File: config.mk
export PLATFORM = sky130hd
export DESIGN_NAME = batch_median_filter_flat
export DESIGN_NICKNAME = d
export VERILOG_FILES = /design/src/rtl/bmf_pkg.sv /design/src/rtl/bmf_sample_if.sv /design/src/rtl/bmf_median_if.sv /design/src/rtl/bmf_store.sv /design/src/rtl/bmf_rank.sv /design/src/rtl/batch_median_filter.sv /design/src/flat_wrapper.sv
export SDC_FILE = /design/constraint.sdc
export NUM_CORES = 1
export LEC_CHECK = 0
export BUFFER_PORTS_ARGS = -buffer_cell sky130_fd_sc_hd__buf_2
export CORE_UTILIZATION = 45
export DETAILED_ROUTE_END_ITERATION = 10
export PLACE_DENSITY = 0.61
export SYNTH_ARGS = -nofsm -noshare
export SYNTH_HDL_FRONTEND = slang
export SYNTH_SLANG_ARGS = --single-unit
File: constraint.sdc
create_clock -name clk -period 4.55 [get_ports clk]
set_input_delay 0.455 -clock clk [delete_from_list [all_inputs] [get_ports clk]]
set_output_delay 0.455 -clock clk [all_outputs]
set_load 0.01 [all_outputs]
File: src/rtl/bmf_pkg.sv
// Package for the batch median filter.
// Holds the sample type and the control and status structs shared by the
// datapath modules. No dependencies.
package bmf_pkg;

    localparam int SAMPLE_W = 12;

    typedef logic signed [SAMPLE_W-1:0] sample_t;

    // Commands from the top level to the selection engine
    typedef struct packed {
        logic start;   // last sample of the batch written this cycle
        logic take;    // result moved into the output register
    } bmf_cmd_t;

    // Status from the selection engine to the top level
    typedef struct packed {
        logic    idle;
        logic    done;
        sample_t median;
    } bmf_status_t;

endpackage

File: src/rtl/bmf_sample_if.sv
// Valid/ready channel that carries one temperature sample a beat.
// Depends on bmf_pkg.
interface bmf_sample_if;
    import bmf_pkg::*;

    logic    valid;
    logic    ready;
    sample_t sample;

    modport source (output valid, output sample, input ready);
    modport sink (input valid, input sample, output ready);
endinterface

File: src/rtl/bmf_median_if.sv
// Valid/ready channel that carries one batch median a beat.
// Depends on bmf_pkg.
interface bmf_median_if;
    import bmf_pkg::*;

    logic    valid;
    logic    ready;
    sample_t median;

    modport source (output valid, output median, input ready);
    modport sink (input valid, input median, output ready);
endinterface

File: src/rtl/bmf_store.sv
// Sample memory of the batch median filter: one write port, one read port,
// registered read data. Depends on bmf_pkg.
module bmf_store #(
    parameter int WINDOW = 20
) (
    input  logic                         clk,
    input  logic                         wr_en,
    input  logic [$clog2(WINDOW)-1:0]    wr_addr,
    input  bmf_pkg::sample_t             wr_data,
    input  logic                         rd_en,
    input  logic [$clog2(WINDOW)-1:0]    rd_addr,
    output bmf_pkg::sample_t             rd_data
);
    import bmf_pkg::*;

    sample_t mem [WINDOW];
    sample_t rd_data_reg;

    always_ff @(posedge clk)
    begin
        if (wr_en)
        begin
            mem[wr_addr] <= wr_data;
        end
        if (rd_en)
        begin
            rd_data_reg <= mem[rd_addr];
        end
    end

    assign rd_data = rd_data_reg;

endmodule

File: src/rtl/bmf_rank.sv
// Selection engine: finds the element of stable rank WINDOW/2 in the stored
// batch by counting, for each candidate, the entries that sort before it.
// Depends on bmf_pkg; drives the read port of bmf_store.
module bmf_rank #(
    parameter int WINDOW = 20
) (
    input  logic                         clk,
    input  logic                         rst_n,
    input  bmf_pkg::bmf_cmd_t            cmd,
    output bmf_pkg::bmf_status_t         status,
    output logic                         rd_en,
    output logic [$clog2(WINDOW)-1:0]    rd_addr,
    input  bmf_pkg::sample_t             rd_data
);
    import bmf_pkg::*;

    localparam int AW = $clog2(WINDOW);
    localparam logic [AW-1:0] MID  = AW'(WINDOW / 2);
    localparam logic [AW-1:0] LAST = AW'(WINDOW - 1);

    typedef enum logic [1:0] {S_IDLE, S_CAND, S_SCAN, S_DONE} state_t;

    state_t         state_reg;
    logic [AW-1:0]  cand_idx_reg;
    logic [AW-1:0]  scan_idx_reg;
    logic [AW-1:0]  rank_reg;
    sample_t        cand_reg;
    sample_t        median_reg;

    logic           is_before;
    logic [AW-1:0]  rank_sum;
    logic           last_scan;
    logic           found;

    // An entry sorts before the candidate if smaller, or equal and earlier
    assign is_before = (rd_data < cand_reg) ||
                       ((rd_data == cand_reg) && (scan_idx_reg < cand_idx_reg));
    assign rank_sum  = rank_reg + AW'(is_before);
    assign last_scan = (scan_idx_reg == LAST);
    assign found     = last_scan && (rank_sum == MID);

    always_comb
    begin
        rd_en   = 1'b0;
        rd_addr = '0;
        unique case (state_reg)
            S_IDLE:
            begin
                rd_en   = cmd.start;
                rd_addr = '0;
            end
            S_CAND:
            begin
                rd_en   = 1'b1;
                rd_addr = '0;
            end
            S_SCAN:
            begin
                rd_en   = !found;
                rd_addr = last_scan ? cand_idx_reg + 1'b1 : scan_idx_reg + 1'b1;
            end
            S_DONE:
            begin
                rd_en   = 1'b0;
            end
            default:
            begin
                rd_en   = 1'b0;
            end
        endcase
    end

    always_ff @(posedge clk or negedge rst_n)
    begin
        if (!rst_n)
        begin
            state_reg    <= S_IDLE;
            cand_idx_reg <= '0;
            scan_idx_reg <= '0;
            rank_reg     <= '0;
        end
        else
        begin
            unique case (state_reg)
                S_IDLE:
                begin
                    if (cmd.start)
                    begin
                        cand_idx_reg <= '0;
                        state_reg    <= S_CAND;
                    end
                end
                S_CAND:
                begin
                    scan_idx_reg <= '0;
                    rank_reg     <= '0;
                    state_reg    <= S_SCAN;
                end
                S_SCAN:
                begin
                    if (found)
                    begin
                        state_reg <= S_DONE;
                    end
                    else if (last_scan)
                    begin
                        // advance to the next candidate
                        cand_idx_reg <= cand_idx_reg + 1'b1;
                        state_reg    <= S_CAND;
                    end
                    else
                    begin
                        scan_idx_reg <= scan_idx_reg + 1'b1;
                        rank_reg     <= rank_sum;
                    end
                end
                S_DONE:
                begin
                    if (cmd.take)
                    begin
                        state_reg <= S_IDLE;
                    end
                end
                default:
                begin
                    state_reg <= S_IDLE;
                end
            endcase
        end
    end

    always_ff @(posedge clk)
    begin
        if (state_reg == S_CAND)
        begin
            cand_reg <= rd_data;
        end
        if (state_reg == S_SCAN && found)
        begin
            median_reg <= cand_reg;
        end
    end

    assign status.idle   = (state_reg == S_IDLE);
    assign status.done   = (state_reg == S_DONE);
    assign status.median = median_reg;

    a_start_when_idle: assert property (@(posedge clk) disable iff (!rst_n)
        cmd.start |-> state_reg == S_IDLE)
        else $error("batch start while selection is running");

    a_done_holds: assert property (@(posedge clk) disable iff (!rst_n)
        (state_reg == S_DONE) && !cmd.take |=> (state_reg == S_DONE) && $stable(median_reg))
        else $error("pending median lost before hand-over");

    a_cand_in_range: assert property (@(posedge clk) disable iff (!rst_n)
        state_reg == S_SCAN |-> cand_idx_reg <= LAST && scan_idx_reg <= LAST)
        else $error("candidate or scan index beyond the batch");

    a_take_only_done: assert property (@(posedge clk) disable iff (!rst_n)
        cmd.take |-> state_reg == S_DONE)
        else $error("result taken with no median ready");

endmodule

File: src/rtl/batch_median_filter.sv
// Batch median filter. Collects WINDOW signed 12-bit samples (1/16 degree C)
// into a one-port-read memory, one sample a beat with no stall while a batch
// fills. The beat that completes a batch starts a selection pass that returns
// the element at index WINDOW/2 of the ascending-sorted batch (the upper
// median for an even window), then a new batch begins. The pass examines
// candidates in order and, for each, reads all WINDOW entries through the
// single memory read port. No sample is accepted during the pass, nor while
// a finished median waits for a free output register; the output register
// lets the next batch fill while the previous median is still held.
// Depends on bmf_pkg, bmf_sample_if, bmf_median_if, bmf_store, bmf_rank.
module batch_median_filter #(
    parameter int WINDOW = 20
) (
    input  logic          clk,
    input  logic          rst_n,
    bmf_sample_if.sink    feed,
    bmf_median_if.source  result
);
    import bmf_pkg::*;

    localparam int AW = $clog2(WINDOW);
    localparam logic [AW-1:0] LAST = AW'(WINDOW - 1);

    logic [AW-1:0]  fill_reg;
    logic           out_valid_reg;
    sample_t        out_median_reg;

    bmf_cmd_t       cmd;
    bmf_status_t    status;
    logic           accept;
    logic           rd_en;
    logic [AW-1:0]  rd_addr;
    sample_t        rd_data;

    assign feed.ready = status.idle;
    assign accept     = feed.valid && status.idle;
    assign cmd.start  = accept && (fill_reg == LAST);
    assign cmd.take   = status.done && (!out_valid_reg || result.ready);

    always_ff @(posedge clk or negedge rst_n)
    begin
        if (!rst_n)
        begin
            fill_reg      <= '0;
            out_valid_reg <= 1'b0;
        end
        else
        begin
            if (accept)
            begin
                fill_reg <= (fill_reg == LAST) ? '0 : fill_reg + 1'b1;
            end
            if (cmd.take)
            begin
                out_valid_reg <= 1'b1;
            end
            else if (result.ready)
            begin
                out_valid_reg <= 1'b0;
            end
        end
    end

    always_ff @(posedge clk)
    begin
        if (cmd.take)
        begin
            out_median_reg <= status.median;
        end
    end

    assign result.valid  = out_valid_reg;
    assign result.median = out_median_reg;

    bmf_store #(.WINDOW(WINDOW)) u_store (
        .clk     (clk),
        .wr_en   (accept),
        .wr_addr (fill_reg),
        .wr_data (feed.sample),
        .rd_en   (rd_en),
        .rd_addr (rd_addr),
        .rd_data (rd_data)
    );

    bmf_rank #(.WINDOW(WINDOW)) u_rank (
        .clk     (clk),
        .rst_n   (rst_n),
        .cmd     (cmd),
        .status  (status),
        .rd_en   (rd_en),
        .rd_addr (rd_addr),
        .rd_data (rd_data)
    );

endmodule
File: src/flat_wrapper.sv
// flat-port wrapper written by rule: the top's interface ports become plain ports
module batch_median_filter_flat import bmf_pkg::*;
#(
    parameter int WINDOW = 20
)
  (clk, rst_n, feed_valid, feed_sample, feed_ready, result_valid, result_median, result_ready);
  bmf_sample_if feed_i ();
  bmf_median_if result_i ();
  input  logic clk;
  input  logic rst_n;
  input wire logic [$bits(feed_i.valid)-1:0] feed_valid;
  input wire logic [$bits(feed_i.sample)-1:0] feed_sample;
  output wire logic [$bits(feed_i.ready)-1:0] feed_ready;
  output wire logic [$bits(result_i.valid)-1:0] result_valid;
  output wire logic [$bits(result_i.median)-1:0] result_median;
  input wire logic [$bits(result_i.ready)-1:0] result_ready;
  assign feed_i.valid = feed_valid;
  assign feed_i.sample = feed_sample;
  assign feed_ready = feed_i.ready;
  assign result_valid = result_i.valid;
  assign result_median = result_i.median;
  assign result_i.ready = result_ready;
  batch_median_filter #(.WINDOW(WINDOW)) u_core (.clk(clk), .rst_n(rst_n), .feed(feed_i), .result(result_i));
endmodule
==> out/results.txt <==
P_leak: 5.09 nW
Min Tclk post-route: 4.08 ns
Max-slew headroom at the worst pin: 0.218
FP Rows: 61
Cells after synthesis: 937
Seq/Total Area, Yosys: 0.716
Final Cycle Share: 0.896
Post-DRT Antenna Nets: 0
Htree depth: 2
Num CTS Buffers: 35
Metal3 WL: 1.42 mm
Commonest non-fill, non-tap cell in the layout: edfxtp_1
Switch share: 0.236
DRT Pass-1 Iters: 8
Clock skew: 0.0140 ns
Worst-Margin Slew: 1.17 ns
Clock power frac: 0.401
Number of I/O port buffers: 29
Gpl congestion: 0.877
DP HPWL: 16.9 mm
Drt initial violations: 651
Clock transition at the registers of the reported paths: 0.06 ns
Startpoint types: register
Worst VDD drop: 321 µV
Initial antenna violation count: 0
Outcome: finished, final reports clean
RSZ-0062 raised after global routing: no
Synthesized Nets: 977
Grt ovf: 0
Final Hold Viols: 0
Aggregate routed wire length: 26.3 mm
Die H: 171 µm
Chip width: 171 µm
Ratio of cells with drive above 1 in the final layout: 0.117
Pin count of the biggest net entering global routing: 66
Total of max-cap violations: 0
Commonest non-fill, non-tap cells in the layout: edfxtp_1, nand2_1, nand3_1
Mapped Area: 12900 µm²
Tot GR Track Use: 0.189
Asr flop ratio synth: 0.0740
Gate power share: 0.097
Ports: 30
Metal1 wirelength: 11.8 mm
Largest register by flop count: u_core.u_store.mem
Highest Signal Layer: met4
F_max: 0.245 GHz
Post-synth EDFFs: 288
Seq pwr share: 0.502
Cell variety after synth: 51
# setup viols final: 0
Cell Count, Final, Fillers Out: 1387
# nets final: 1026
WL/cell: 19.0 µm
Hold WC Path Type: input port to register
# diodes: 0
Die ar.: 29300 µm²
Core area: 27900 µm²
Avg Cell Area, Syn: 13.7 µm²
Worst Path Required: 4.68 ns
CTS root buffer: clkbuf_16
PD cells: 466 nW/µm²
Remaining routing DRC violations: 0
Vias per cell: 5.43
Final TNS setup: 0 ns
CP endpoint kind: register
CP Class: register to register
Max reg flops: 240
Crit path max fanout: 12
Fin. max-slew vios: 0
CTS max path bufs: 3
Int Pwr: 5.22 mW
Vias in the first global route: 7510
Skew-Pair Late Insertion Delay: 0.51 ns
Postcts setup bufs: 0
Vias: 7533
Worst EP arrival: 4.21 ns
#FFs+latches synth: 311
Placed cells: 1326
Switch Pwr: 1.61 mW
Ys flop type: edfxtp_1
Clock Sinks: 311
Area Growth Syn to Fin: 13.8%
CTS tree: yes
Global-route wire length before repair: 42.0 mm
Synth warn: 0
Starting density of the core: 0.461
Metal2 WL: 12.6 mm
-- metrics by stage --
stage	util	power [mW]	area (µm²)	worst slack, ns	hold WS, ns
after detailed placement	0.484	4.16	13500	0.508	0.406
after global routing	0.525	7.12	14700	0.234	0.272
after floorplan	-	3.92	12900	0.458	0.159
after CTS	0.525	6.91	14700	0.469	0.224
after global placement	0.484	4.14	13500	0.598	0.401
final	0.525	6.83	14700	0.473	0.243
-- path summary, 6_finish.rpt --
kind                                                   start                             to  slack, ns  cells past startpoint
worst max register to register     u_core.u_store.rd_data[1]      u_core.u_store.rd_data[4]       0.47                     13
worst max-delay path               u_core.u_store.rd_data[1]      u_core.u_store.rd_data[4]       0.47                     13
worst min register to register  u_core.u_rank.median_reg[11]       u_core.result.median[11]       0.42                      0
max in group asynchronous                              rst_n  u_core.u_rank.scan_idx_reg[4]       3.68                      2
min in group asynchronous                              rst_n             u_core.fill_reg[1]       0.48                      2
worst min-delay path                            result_ready            u_core.result.valid       0.24                      3
-- cells in the mapped netlist (all sizes together), types with 4 or more instances --
cell type / n / share of area
a221o: 11 / 0.0085
o21ai: 27 / 0.010
a32oi: 12 / 0.0082
a41oi: 11 / 0.0075
ha: 24 / 0.023
a21o: 5 / 0.0029
a22oi: 5 / 0.0029
nor2: 34 / 0.0099
clkbuf: 17 / 0.0051
xnor2: 7 / 0.0048
buf: 33 / 0.016
and2: 4 / 0.0019
nand2: 173 / 0.050
edfxtp: 288 / 0.67
nand2b: 6 / 0.0029
mux2i: 50 / 0.041
a21oi: 36 / 0.014
nand4: 5 / 0.0024
inv: 28 / 0.0082
dfrtp: 23 / 0.045
nor2b: 4 / 0.0019
nand3: 94 / 0.037
a31oi: 5 / 0.0024
-- layer usage --
layer,GRT usage,up-vias
li1,-,3587
met1,0.262,3709
met2,0.307,195
met3,0.0345,42
met4,0.0532,0
met5,0,-
-- critical path: stages (launching register included) --
cell	delay (ns)
edfxtp_1	0.39
ha_1	0.30
nor2b_1	0.13
o21a_1	0.16
o21a_1	0.16
o21a_1	0.18
or4b_2	0.66
o211ai_1	0.13
ha_1	0.22
ha_1	0.28
o21ai_0	0.13
a32oi_1	0.37
o21ai_0	0.15
nand3_1	0.44
-- cell type report --
type | instances | area [µm²]
clock buffers | 45 | 956
clock inverters | 15 | 165
fillers | 2370 | 13300
inverters | 28 | 105
multi-input cells | 548 | 3300
flip-flops and latches | 311 | 9220
well taps | 378 | 473
repair buffers | 62 | 433
-- cell families after synthesis --
kind of cell / synth area share
AND/OR/NAND/NOR: 0.118
flip-flops: 0.716
AO/OA/AOI/OAI: 0.0669
buffers and inverters: 0.0292
multiplexers: 0.0417
adder cells (fa/ha/maj): 0.0233
XOR/XNOR: 0.00476
-- power groups by stage --
stage / sequential [mW] / combinational, mW / clock, mW
floorplan: 3.44 / 0.480 / 0
global placement: 3.48 / 0.657 / 0
detailed placement: 3.49 / 0.670 / 0
CTS: 3.43 / 0.676 / 2.80
global route: 3.45 / 0.755 / 2.91
finish: 3.43 / 0.663 / 2.74
-- what timing repair did --
action                    CTS  global route
gates resized for setup     0             0
hold endpoints to repair   23             0
hold buffers                1             0
No activity file was read; power rests on OpenSTA's default activity.
